[config.mk]
export PLATFORM = sky130hd
export DESIGN_NAME = periodic_timer_event_bank_top
export DESIGN_NICKNAME = d
export VERILOG_FILES = /design/src/pteb_pkg.sv /design/src/periodic_timer_event_bank_top.sv
export SDC_FILE = /design/constraint.sdc
export NUM_CORES = 2
export LEC_CHECK = 0
export BUFFER_PORTS_ARGS = -buffer_cell sky130_fd_sc_hd__buf_2
export CORE_ASPECT_RATIO = 1.2
export CORE_UTILIZATION = 30
export CTS_CLUSTER_SIZE = 14
export DETAILED_ROUTE_END_ITERATION = 12
export GPL_TIMING_DRIVEN = 1
export HOLD_SLACK_MARGIN = 0.03
export PLACE_DENSITY = 0.45
export SYNTH_ARGS = -nofsm -noshare
export SYNTH_HDL_FRONTEND = slang
export SYNTH_SLANG_ARGS = --single-unit
export TNS_END_PERCENT = 20
[constraint.sdc]
create_clock -name clk_i -period 4.2 [get_ports clk_i]
set_input_delay 0.84 -clock clk_i [delete_from_list [all_inputs] [get_ports clk_i]]
set_output_delay 0.84 -clock clk_i [all_outputs]
set_load 0.01 [all_outputs]
[src/pteb_pkg.sv]
// ----------------------------------------------------------------------------
// pteb_pkg
// Types, constants and the control store of the timer event bank.
// ----------------------------------------------------------------------------
package pteb_pkg;

  localparam int unsigned InDataW  = 72;
  localparam int unsigned OutDataW = 8;
  localparam int unsigned CntW     = 32;
  localparam int unsigned ChanW    = 4;
  localparam int unsigned CmdW     = 2;

  localparam logic [CmdW-1:0] CMD_TICK   = 2'd0;
  localparam logic [CmdW-1:0] CMD_ARM    = 2'd1;
  localparam logic [CmdW-1:0] CMD_DISARM = 2'd2;

  typedef enum logic [2:0] {
    STEP_IDLE     = 3'd0,
    STEP_DISPATCH = 3'd1,
    STEP_WRITE    = 3'd2,
    STEP_PRIME    = 3'd3,
    STEP_EVAL     = 3'd4,
    STEP_FINAL    = 3'd5
  } step_e;

  typedef enum logic [2:0] {
    COND_NONE      = 3'd0,
    COND_ALWAYS    = 3'd1,
    COND_NO_ACCEPT = 3'd2,
    COND_IS_TICK   = 3'd3,
    COND_WALK_BUSY = 3'd4,
    COND_OUT_BUSY  = 3'd5
  } cond_e;

  typedef struct packed {
    logic  in_ready;
    logic  cfg_wr;
    logic  prime;
    logic  walk;
    logic  fin;
    cond_e hold_c;
    cond_e jmp_c;
    step_e target;
  } ctrl_t;

  // control store: hold_c repeats the step, jmp_c branches, else fall through
  function automatic ctrl_t ucode(step_e s);
    ctrl_t w;
    w = '{in_ready: 1'b0, cfg_wr: 1'b0, prime: 1'b0, walk: 1'b0, fin: 1'b0,
          hold_c: COND_NONE, jmp_c: COND_ALWAYS, target: STEP_IDLE};
    case (s)
      STEP_IDLE: begin
        w.in_ready = 1'b1;
        w.hold_c   = COND_NO_ACCEPT;
        w.jmp_c    = COND_NONE;
      end
      STEP_DISPATCH: begin
        w.jmp_c  = COND_IS_TICK;
        w.target = STEP_PRIME;
      end
      STEP_WRITE: begin
        w.cfg_wr = 1'b1;
        w.target = STEP_FINAL;
      end
      STEP_PRIME: begin
        w.prime = 1'b1;
        w.jmp_c = COND_NONE;
      end
      STEP_EVAL: begin
        w.walk   = 1'b1;
        w.hold_c = COND_WALK_BUSY;
        w.jmp_c  = COND_NONE;
      end
      STEP_FINAL: begin
        w.fin    = 1'b1;
        w.hold_c = COND_OUT_BUSY;
        w.target = STEP_IDLE;
      end
      default: begin
        w.target = STEP_IDLE;
      end
    endcase
    return w;
  endfunction

endpackage

[src/periodic_timer_event_bank_top.sv]
// ----------------------------------------------------------------------------
// periodic_timer_event_bank_top
// Bank of timer channels with down-counters and reload intervals, run by a
// small microprogram: arm, disarm, and a tick that walks every channel.
// ----------------------------------------------------------------------------
// channel   dir  tdata (low bit up)                   tuser    tlast
// s_axis    in   channel, start_count, reload_int.    command  -
// m_axis    out  fired_channel                        fired    last
//
// Arm/disarm: DISPATCH, WRITE and FINAL follow the accepting step. Tick:
// DISPATCH, PRIME, EVAL, FINAL; EVAL walks one channel per cycle unless
// stalled on m_axis, via one write and one read port of the counter memory.
// Reset clears the per-channel valid bits; no clearing pass is needed.
// A result beat waits in the output register while the walk goes on.
// ----------------------------------------------------------------------------
module periodic_timer_event_bank_top #(
  parameter int unsigned CHANNELS = 16
) (
  input  logic                          clk_i,
  input  logic                          rst_ni,
  input  logic                          s_axis_tvalid_i,
  output logic                          s_axis_tready_o,
  // channel[3:0], start_count[35:4], reload_interval[67:36]
  input  logic [pteb_pkg::InDataW-1:0]  s_axis_tdata_i,
  // command[1:0]
  input  logic [pteb_pkg::CmdW-1:0]     s_axis_tuser_i,
  output logic                          m_axis_tvalid_o,
  input  logic                          m_axis_tready_i,
  // fired_channel[3:0]
  output logic [pteb_pkg::OutDataW-1:0] m_axis_tdata_o,
  // fired
  output logic                          m_axis_tuser_o,
  output logic                          m_axis_tlast_o
);
  import pteb_pkg::*;

  localparam int unsigned IdxW = (CHANNELS > 1) ? $clog2(CHANNELS) : 1;
  localparam logic [IdxW-1:0] LastIdx = IdxW'(CHANNELS - 1);
  localparam logic [6:0] ChanLimit = 7'(CHANNELS);

  step_e pc_q, pc_d;
  ctrl_t ctrl;
  logic  accept;

  logic [CmdW-1:0]  cmd_q;
  logic [ChanW-1:0] chan_q;
  logic [CntW-1:0]  start_q;
  logic [CntW-1:0]  reload_q;

  logic [IdxW-1:0]     idx_q, idx_d;
  logic                pend_q, pend_d;
  logic [ChanW-1:0]    pend_chan_q, pend_chan_d;
  logic [CHANNELS-1:0] valid_q, valid_d;

  logic [CntW-1:0] cnt_mem [CHANNELS];
  logic [CntW-1:0] rel_mem [CHANNELS];
  logic [CntW-1:0] cnt_rd_q, rel_rd_q;
  logic [IdxW-1:0] rd_addr, wr_addr, chan_idx;
  logic            cnt_we, rel_we;
  logic [CntW-1:0] wr_cnt, wr_rel;

  logic [CntW-1:0] cur_cnt, cur_rel;
  logic            expire, out_free, stall, chan_ok;

  logic             push, push_fired, push_last;
  logic [ChanW-1:0] push_chan;
  logic             m_valid_q, m_valid_d;
  logic             out_fired_q;
  logic [ChanW-1:0] out_chan_q;
  logic             out_last_q;

  function automatic logic cond_true(cond_e c, logic acc, logic tick, logic wbusy,
                                     logic obusy);
    logic r;
    case (c)
      COND_NONE:      r = 1'b0;
      COND_ALWAYS:    r = 1'b1;
      COND_NO_ACCEPT: r = !acc;
      COND_IS_TICK:   r = tick;
      COND_WALK_BUSY: r = wbusy;
      COND_OUT_BUSY:  r = obusy;
      default:        r = 1'b0;
    endcase
    return r;
  endfunction

  assign ctrl     = ucode(pc_q);
  assign accept   = s_axis_tvalid_i && ctrl.in_ready;
  assign out_free = !m_valid_q || m_axis_tready_i;
  assign chan_ok  = ({3'b000, chan_q} < ChanLimit);
  assign chan_idx = IdxW'(chan_q);
  assign cur_cnt  = valid_q[idx_q] ? cnt_rd_q : '0;
  assign cur_rel  = valid_q[idx_q] ? rel_rd_q : '0;
  assign expire   = (cur_cnt == CntW'(1));
  assign stall    = pend_q && expire && !out_free;

  // sequencer
  always_comb begin
    logic wbusy;
    wbusy = stall || (idx_q != LastIdx);
    if (cond_true(ctrl.hold_c, accept, cmd_q == CMD_TICK, wbusy, !out_free)) begin
      pc_d = pc_q;
    end else if (cond_true(ctrl.jmp_c, accept, cmd_q == CMD_TICK, wbusy, !out_free)) begin
      pc_d = ctrl.target;
    end else begin
      pc_d = step_e'(pc_q + 3'd1);
    end
  end

  // datapath
  always_comb begin
    idx_d       = idx_q;
    pend_d      = pend_q;
    pend_chan_d = pend_chan_q;
    valid_d     = valid_q;
    cnt_we      = 1'b0;
    rel_we      = 1'b0;
    wr_addr     = idx_q;
    wr_cnt      = '0;
    wr_rel      = '0;
    push        = 1'b0;
    push_fired  = 1'b0;
    push_chan   = '0;
    push_last   = 1'b0;

    if (ctrl.cfg_wr && chan_ok && (cmd_q == CMD_ARM || cmd_q == CMD_DISARM)) begin
      wr_addr           = chan_idx;
      cnt_we            = 1'b1;
      rel_we            = 1'b1;
      wr_cnt            = (cmd_q == CMD_ARM) ? start_q : '0;
      wr_rel            = (cmd_q == CMD_ARM) ? reload_q : '0;
      valid_d[chan_idx] = 1'b1;
    end

    if (ctrl.prime) begin
      idx_d = '0;
    end

    if (ctrl.walk && !stall) begin
      if (cur_cnt != '0) begin
        cnt_we = 1'b1;
        wr_cnt = expire ? cur_rel : cur_cnt - CntW'(1);
      end
      if (expire) begin
        if (pend_q) begin
          push       = 1'b1;
          push_fired = 1'b1;
          push_chan  = pend_chan_q;
        end
        pend_d      = 1'b1;
        pend_chan_d = ChanW'(idx_q);
      end
      if (idx_q != LastIdx) begin
        idx_d = idx_q + 1'b1;
      end
    end

    if (ctrl.fin && out_free) begin
      push        = 1'b1;
      push_fired  = pend_q;
      push_chan   = pend_chan_q;
      push_last   = 1'b1;
      pend_d      = 1'b0;
      pend_chan_d = '0;
    end

    rd_addr = idx_d;
  end

  always_comb begin
    if (push) begin
      m_valid_d = 1'b1;
    end else if (m_axis_tready_i) begin
      m_valid_d = 1'b0;
    end else begin
      m_valid_d = m_valid_q;
    end
  end

  always_ff @(posedge clk_i or negedge rst_ni) begin
    if (!rst_ni) begin
      pc_q        <= STEP_IDLE;
      idx_q       <= '0;
      pend_q      <= 1'b0;
      pend_chan_q <= '0;
      valid_q     <= '0;
      m_valid_q   <= 1'b0;
    end else begin
      pc_q        <= pc_d;
      idx_q       <= idx_d;
      pend_q      <= pend_d;
      pend_chan_q <= pend_chan_d;
      valid_q     <= valid_d;
      m_valid_q   <= m_valid_d;
    end
  end

  always_ff @(posedge clk_i) begin
    if (accept) begin
      cmd_q    <= s_axis_tuser_i;
      chan_q   <= s_axis_tdata_i[3:0];
      start_q  <= s_axis_tdata_i[35:4];
      reload_q <= s_axis_tdata_i[67:36];
    end
    if (push) begin
      out_fired_q <= push_fired;
      out_chan_q  <= push_chan;
      out_last_q  <= push_last;
    end
  end

  // counter and interval memories, one write and one registered read port
  always_ff @(posedge clk_i) begin
    if (cnt_we) begin
      cnt_mem[wr_addr] <= wr_cnt;
    end
    if (rel_we) begin
      rel_mem[wr_addr] <= wr_rel;
    end
    cnt_rd_q <= cnt_mem[rd_addr];
    rel_rd_q <= rel_mem[rd_addr];
  end

  assign s_axis_tready_o = ctrl.in_ready;
  assign m_axis_tvalid_o = m_valid_q;
  assign m_axis_tdata_o  = {4'b0000, out_chan_q};
  assign m_axis_tuser_o  = out_fired_q;
  assign m_axis_tlast_o  = out_last_q;

endmodule

After elaboration in Yosys (flattened, before gate mapping) --
Memory sizes are Yosys's and may differ from the RTL's. A register that Yosys moved wholly into a read port is not among the register bits. Index checks and enable logic that the tools add are counted.
Cells by class: add/sub/neg operators 3, $lt $le $gt $ge 3, eq/ne operators 19, muxes and demuxes 54, bitwise logic cells 1, reduce and logical (&&, ||, !) cells 22
Operators with widths (count):
- 2-to-1 mux 32 bit | 9
- 2-to-1 mux 4 bit | 11
- == test 32 x 1 -> 1 bit, second input constant | 1
- nonzero test 32 bit | 1
- subtractor 32 x 1 -> 32 bit, second input constant | 1
- 2-to-1 mux 1 bit | 26
- == test 3 x 2 -> 1 bit, second input constant | 6
- == test 3 bit, second input constant | 6
- OR 16 bit | 1
- less-than comparator 4 x 5 -> 1 bit, second input constant | 2
- one-hot mux 1 bit (5 select lines) | 2
- == test 3 x 1 -> 1 bit, second input constant | 3
- one-hot mux 3 bit (3 select lines) | 1
- logical AND 1 bit | 7
- one-hot mux 3 bit (2 select lines) | 1
- nonzero test 2 bit | 3
- adder 4 x 1 -> 4 bit, second input constant | 1
- binary-select mux 1 bit (select 4 bit) | 1
- demux 1 bit (select 4 bit) | 1
- >= comparator 4 x 1 -> 1 bit, second input constant | 1
- zero test 1 bit | 4
- inequality test 4 bit, second input constant | 1
- one-hot mux 2 bit (2 select lines) | 1
- adder 3 x 1 -> 3 bit, second input constant | 1
- 8 further kinds | 10
Word-level totals: register bits after elaboration 105, bits in writable memories 1024, input bits 78, output and inout bits 12, logic and storage cells 117, memories kept 2
Memories:
- cnt_mem | words 16, width 32, read ports 1, clocked after Yosys merged registers in 1, wr ports 1, RTL line periodic_timer_event_bank_top.sv:55 | logic [CntW-1:0] cnt_mem [CHANNELS];
- rel_mem | words 16, width 32, read ports 1, clocked after Yosys merged registers in 1, wr ports 1, RTL line periodic_timer_event_bank_top.sv:56 | logic [CntW-1:0] rel_mem [CHANNELS];

Logic depth before layout (Yosys ltp) --
depth after elaboration 11, mapped depth 19, depth with buffers taken out 14

Least setup slack after synthesis --
OpenSTA, ideal clock, no wires.
kind register -> register, from register idx_q[2], to memory cnt_mem[8][0] (enable), setup time 421 ps, arrival 4050 ps, required time 3779 ps, setup slack -271 ps, cell stages (with the launch flop) 14, buffers on the path 2, period minus slack after synthesis 4471 ps, path through dfrtp_1 > buf_6 > mux2_1 > o21bai_1 > o22ai_4 > clkbuf_1 > nand2_1 > ha_1 > and3_1 > nand4_1 > a211o_1 > nand3_1 > o32a_1 > nor2_1
Between the ends: cells in the longest elaborated chain, start to end 11, elaborated cells on any way between the ends 14, classes of those cells eq/ne: 1; mux: 8; reduce/logical: 5
RTL lines:
- start, declared | RTL line periodic_timer_event_bank_top.sv:50 | logic [IdxW-1:0] idx_q, idx_d;
- start signal, assigned | RTL line periodic_timer_event_bank_top.sv:190 | idx_q <= idx_d;
- binary-select mux 1 bit (select 4 bit) | RTL line periodic_timer_event_bank_top.sv:92 | assign cur_cnt = valid_q[idx_q] ? cnt_rd_q : '0;
- 2-to-1 mux 1 bit (implied by the code) | RTL line periodic_timer_event_bank_top.sv:92
- 2-to-1 mux 32 bit | RTL line periodic_timer_event_bank_top.sv:92
- == test 32 x 1 -> 1 bit | RTL line periodic_timer_event_bank_top.sv:94 | assign expire = (cur_cnt == CntW'(1));
- logical AND 1 bit (2 in series) | RTL line periodic_timer_event_bank_top.sv:95 | assign stall = pend_q && expire && !out_free;
- zero test 1 bit | RTL line periodic_timer_event_bank_top.sv:139 | if (ctrl.walk && !stall) begin
- logical AND 1 bit | RTL line periodic_timer_event_bank_top.sv:139
- 2-to-1 mux 1 bit | RTL line periodic_timer_event_bank_top.sv:139
- 2-to-1 mux 1 bit | RTL line periodic_timer_event_bank_top.sv:214 | if (cnt_we) begin
- 2-to-1 mux 1 bit (implied by the code) | RTL line periodic_timer_event_bank_top.sv:215 | cnt_mem[wr_addr] <= wr_cnt;
- end, declared | RTL line periodic_timer_event_bank_top.sv:55
Parallel ways exist; a longest one is shown, timed or not. The select of a mux whose other input is x is not followed.

Final worst setup path --
from register idx_q[2], to register cnt_rd_q[28], read port of cnt_mem
Between the ends: cells in the longest elaborated chain, start to end 9, elaborated cells on any way between the ends 13, classes of those cells add/sub: 1; eq/ne: 2; mux: 6; reduce/logical: 4
RTL lines:
- binary-select mux 1 bit (select 4 bit) | RTL line periodic_timer_event_bank_top.sv:92
- 2-to-1 mux 1 bit (implied by the code) | RTL line periodic_timer_event_bank_top.sv:92
- 2-to-1 mux 32 bit | RTL line periodic_timer_event_bank_top.sv:92
- == test 32 x 1 -> 1 bit | RTL line periodic_timer_event_bank_top.sv:94
- logical AND 1 bit (2 in series) | RTL line periodic_timer_event_bank_top.sv:95
- zero test 1 bit | RTL line periodic_timer_event_bank_top.sv:139
- logical AND 1 bit | RTL line periodic_timer_event_bank_top.sv:139
- 2-to-1 mux 4 bit (*) | RTL line periodic_timer_event_bank_top.sv:139
- end, declared | RTL line periodic_timer_event_bank_top.sv:57 | logic [CntW-1:0] cnt_rd_q, rel_rd_q;
Mark *: on every way between the ends. The rest lies on a longest branch, timed or not. The select of a mux whose other input is x is not followed. A chain may end at the register's enable or synchronous reset.

==> key figures <==
Run status
  • Status: finished clean

Power and ir drop
  • P_sw: 14.1 mW
  • Net Sw Frac: 34.9%
  • Internal power: 26.2 mW
  • Pwr Density: 719 nW/um^2
  • Clock share of power: 28.5%
  • Reg power frac: 36.8%
  • P_leak: 19.9 nW
  • Max VDD drop: 383 uV
  • Logic pwr share: 34.7%

Finish
  • Area of the multi-input gates: 10,900 um^2
  • Seq. cell area: 35,000 um^2
  • Fillers: 14,700
  • Final nets: 3,504
  • Layout cells sized above 1: 16.4%
  • Fin util: 36.3%
  • Antenna Cells: 0
  • Synth-to-layout area growth: 20.0%

CTS
  • Clk root buf: clkbuf_16
  • CTS tree: yes
  • Register clock-pin slew on the reported worst setup and hold paths: 60 ps
  • Clk buf depth: 3
  • Hold-fix buffers, CTS: 0
  • CTS buffer count: 136
  • CTS sink count: 1,193
  • H-tree depth: 4
  • Later-pin clock latency in the skew report: 780 ps

Route
  • Routed Wire Length: 136,000 um
  • ANT nets after route: 0
  • Drt wl/cell: 24.3 um
  • 1st-iter DRT viols: 2,025
  • Via density: 4.91
  • DRT Pass-1 Iters: 5
  • Via Count: 27,500
  • # DRC: 0

Timing
  • Final Critical Period: 4080 ps
  • FMAX: 245 MHz
  • Worst clock skew: 28.4 ps
  • Final Cycle Share: 97.1%
  • Max-slew violations: 0
  • Max transition margin: 27.7%
  • Worst slew pin tran: 1080 ps
  • Final setup viols: 0
  • Final Hold Fails: 0
  • Fin Setup TNS: 0 ps

Floorplan
  • Core Box Area: 154,000 um^2
  • Initial Utilization: 30.2%
  • Row cnt: 158
  • Die Area: 157,000 um^2
  • Die width: 362 um
  • I/O pins: 90
  • Die Ht: 434 um

Setup path
  • CP endpoint kind: flip-flop
  • Critical Path Start Type: flip-flop
  • WP data required: 4830 ps
  • CP arrival: 4710 ps
  • Critical path type: reg2reg
  • CP max FO: 9

Placed design
  • Gp weighted congestion: 0.762
  • Post-DP HPWL: 78,100 um
  • Port Buf Inserts: 81

GRT
  • Grt ovf: 0
  • GRT Total Usage: 17.2%
  • Initial antenna violation count: 14
  • Global-route wire length before repair: 195,000 um
  • Number of global-route vias before repair: 27,600
  • Pin count of the biggest net entering global routing: 75

Synthesis
  • Top_reg_cell synth: edfxtp_1
  • Synth cell types: 72
  • Post-synth ARST share: 2.43%
  • Post-synth top area share: 70.8%
  • Most frequent cell after synthesis: edfxtp_1
  • FF+latch count, synth: 1,193
  • Top cells by area, synth: edfxtp_1 71%, nand2_1 4.6%, mux2i_1 4.2%
  • YS warnings: 0
  • Synth cell count leaders: 1,100 x edfxtp_1, 574 x nand2_1, 300 x a21oi_1
  • Synth area leader: edfxtp_1
  • Synth Instances: 3,178
  • Post-Syn Area: 46,700 um^2
  • Sequential fraction of the synthesis area: 75.1%
  • Mean Syn Cell Area: 14.7 um^2
  • EDFF count, synth: 1,100

Job
  • Max Cap Viol: 0

Worst hold path
  • Worst Hold Class: in2async
## cell type report
| class | count | area share (%) |
|---|---|---|
| Timing Repair inverter | 1 | 0.0201 |
| Timing Repair Buffer | 303 | 5.53 |
| Sequential cell | 1193 | 62.6 |
| Clock buffer | 189 | 6.71 |
| Tap cell | 2080 | 4.65 |
| Clock inverter | 61 | 0.983 |
| Inverter | 14 | 0.154 |
| Multi-Input combinational cell | 1767 | 19.4 |
## cells in the final DEF (no fill, tap or decap), types with 10 or more instances in the layout
master     netlist  routed
buf_12           0      68
clkinv_2         0      19
o221ai_1        64      64
nor2_4           2      35
clkbuf_1        86      41
mux2i_1        198     198
dfxtp_1         64      64
nor2_1          72      40
a22o_1         128     128
a32oi_1         66      65
clkbuf_16        0     143
clkinv_1         1      22
o21ai_0         43      42
nand3_1        141     139
a21oi_1        300     298
buf_2           81      81
buf_4           30     144
edfxtp_1      1100    1100
inv_1           10      10
or2_2           18      18
dfrtp_1         29      28
nand2_1        574     572
and3_1          37      35
## power by group through the flow
stage          logic, mW  clock network [mW]  registers (mW)
2_1_floorplan       8.49                   0            14.6
3_3_place_gp        13.6                   0            15.1
3_5_place_dp        13.6                   0            15.1
4_1_cts             13.7                11.8            14.9
5_1_grt             15.2                12.2            14.9
6_report            14.0                11.5            14.8
## worst paths after layout
path,from,end,slack (ps),depth (start not counted)
max,idx_q[2],cnt_rd_q[28],120,17
min,rst_ni,pc_q[0],100,1
max reg2reg,idx_q[2],cnt_rd_q[28],120,17
min reg2reg,valid_q[9],valid_q[9],460,1
max in group asynchronous,rst_ni,idx_q[2],3620,1
min in group clk_i,s_axis_tdata_i[66],reload_q[30],230,1
## critical path, cell delays in order, from the launching register on
cell       delay, ps
dfrtp_2          410
mux4_2           550
o22ai_4          220
o22ai_4          140
and2_4           170
ha_2             180
and3_4           170
and4b_2          290
o31ai_4          200
o21a_4           270
clkinv_16        110
buf_16           180
buf_4            150
buf_4            170
mux2i_1          180
mux2i_1          100
a32oi_1          230
o221ai_1         170
## registers in the layout (all words and copies together) (netlist names)
register / count
pend_chan_q: 4
reload_q: 32
pend_q: 1
rel_rd_q: 32
rel_mem: 512
m_axis_tvalid_o: 1
start_q: 32
chan_idx: 4
out_chan_q: 4
idx_q: 4
cmd_q: 2
m_axis_tlast_o: 1
pc_q: 3
m_axis_tuser_o: 1
cnt_mem: 512
valid_q: 16
cnt_rd_q: 32
## metal layers
layer	wire length, um	share of wire (%)	track usage (%)	up-vias
met5	11	0.0081	0	-
met4	3680	2.7	5.52	2
met3	6320	4.6	3.34	199
met2	67200	49	29.2	620
met1	59100	43	22.1	14100
li1	-	-	-	12600
## timing repair
item | CTS | global route
gates resized for setup | 2 | 17
endpoints found under the setup margin | 18 | 106
hold endpoints to repair | 0 | 0
gates cloned | 0 | 5
setup buffers | 0 | 17
pin swaps | 0 | 7
## kinds of logic after synthesis
logic type               after synthesis  synth area share (%)
flip-flops                          1193                  75.1
other                                  1               0.00804
buffers and inverters                221                  2.39
AND/OR/NAND/NOR                      885                  8.11
adder cells (fa/ha/maj)               10                 0.268
multiplexers                         205                  4.47
AO/OA/AOI/OAI                        651                  9.44
XOR/XNOR                              12                 0.225
## stage by stage
| step | power, mW | area [um^2] | hold WS, ps | setup WS [ps] | instances |
|---|---|---|---|---|---|
| 2_1_floorplan | 23.1 | 46700 | 431 | -271 | 3181 |
| 3_3_place_gp | 28.7 | 51300 | 446 | -30.9 | 5336 |
| 3_5_place_dp | 28.7 | 51300 | 454 | -47.8 | 5336 |
| 4_1_cts | 40.3 | 55600 | 75.8 | 10.6 | 5586 |
| 5_1_grt | 42.3 | 56000 | 126 | -15.3 | 5608 |
| 6_report | 40.3 | 56000 | 96.3 | 123 | 5608 |
Power figures use the tool's default switching activity.
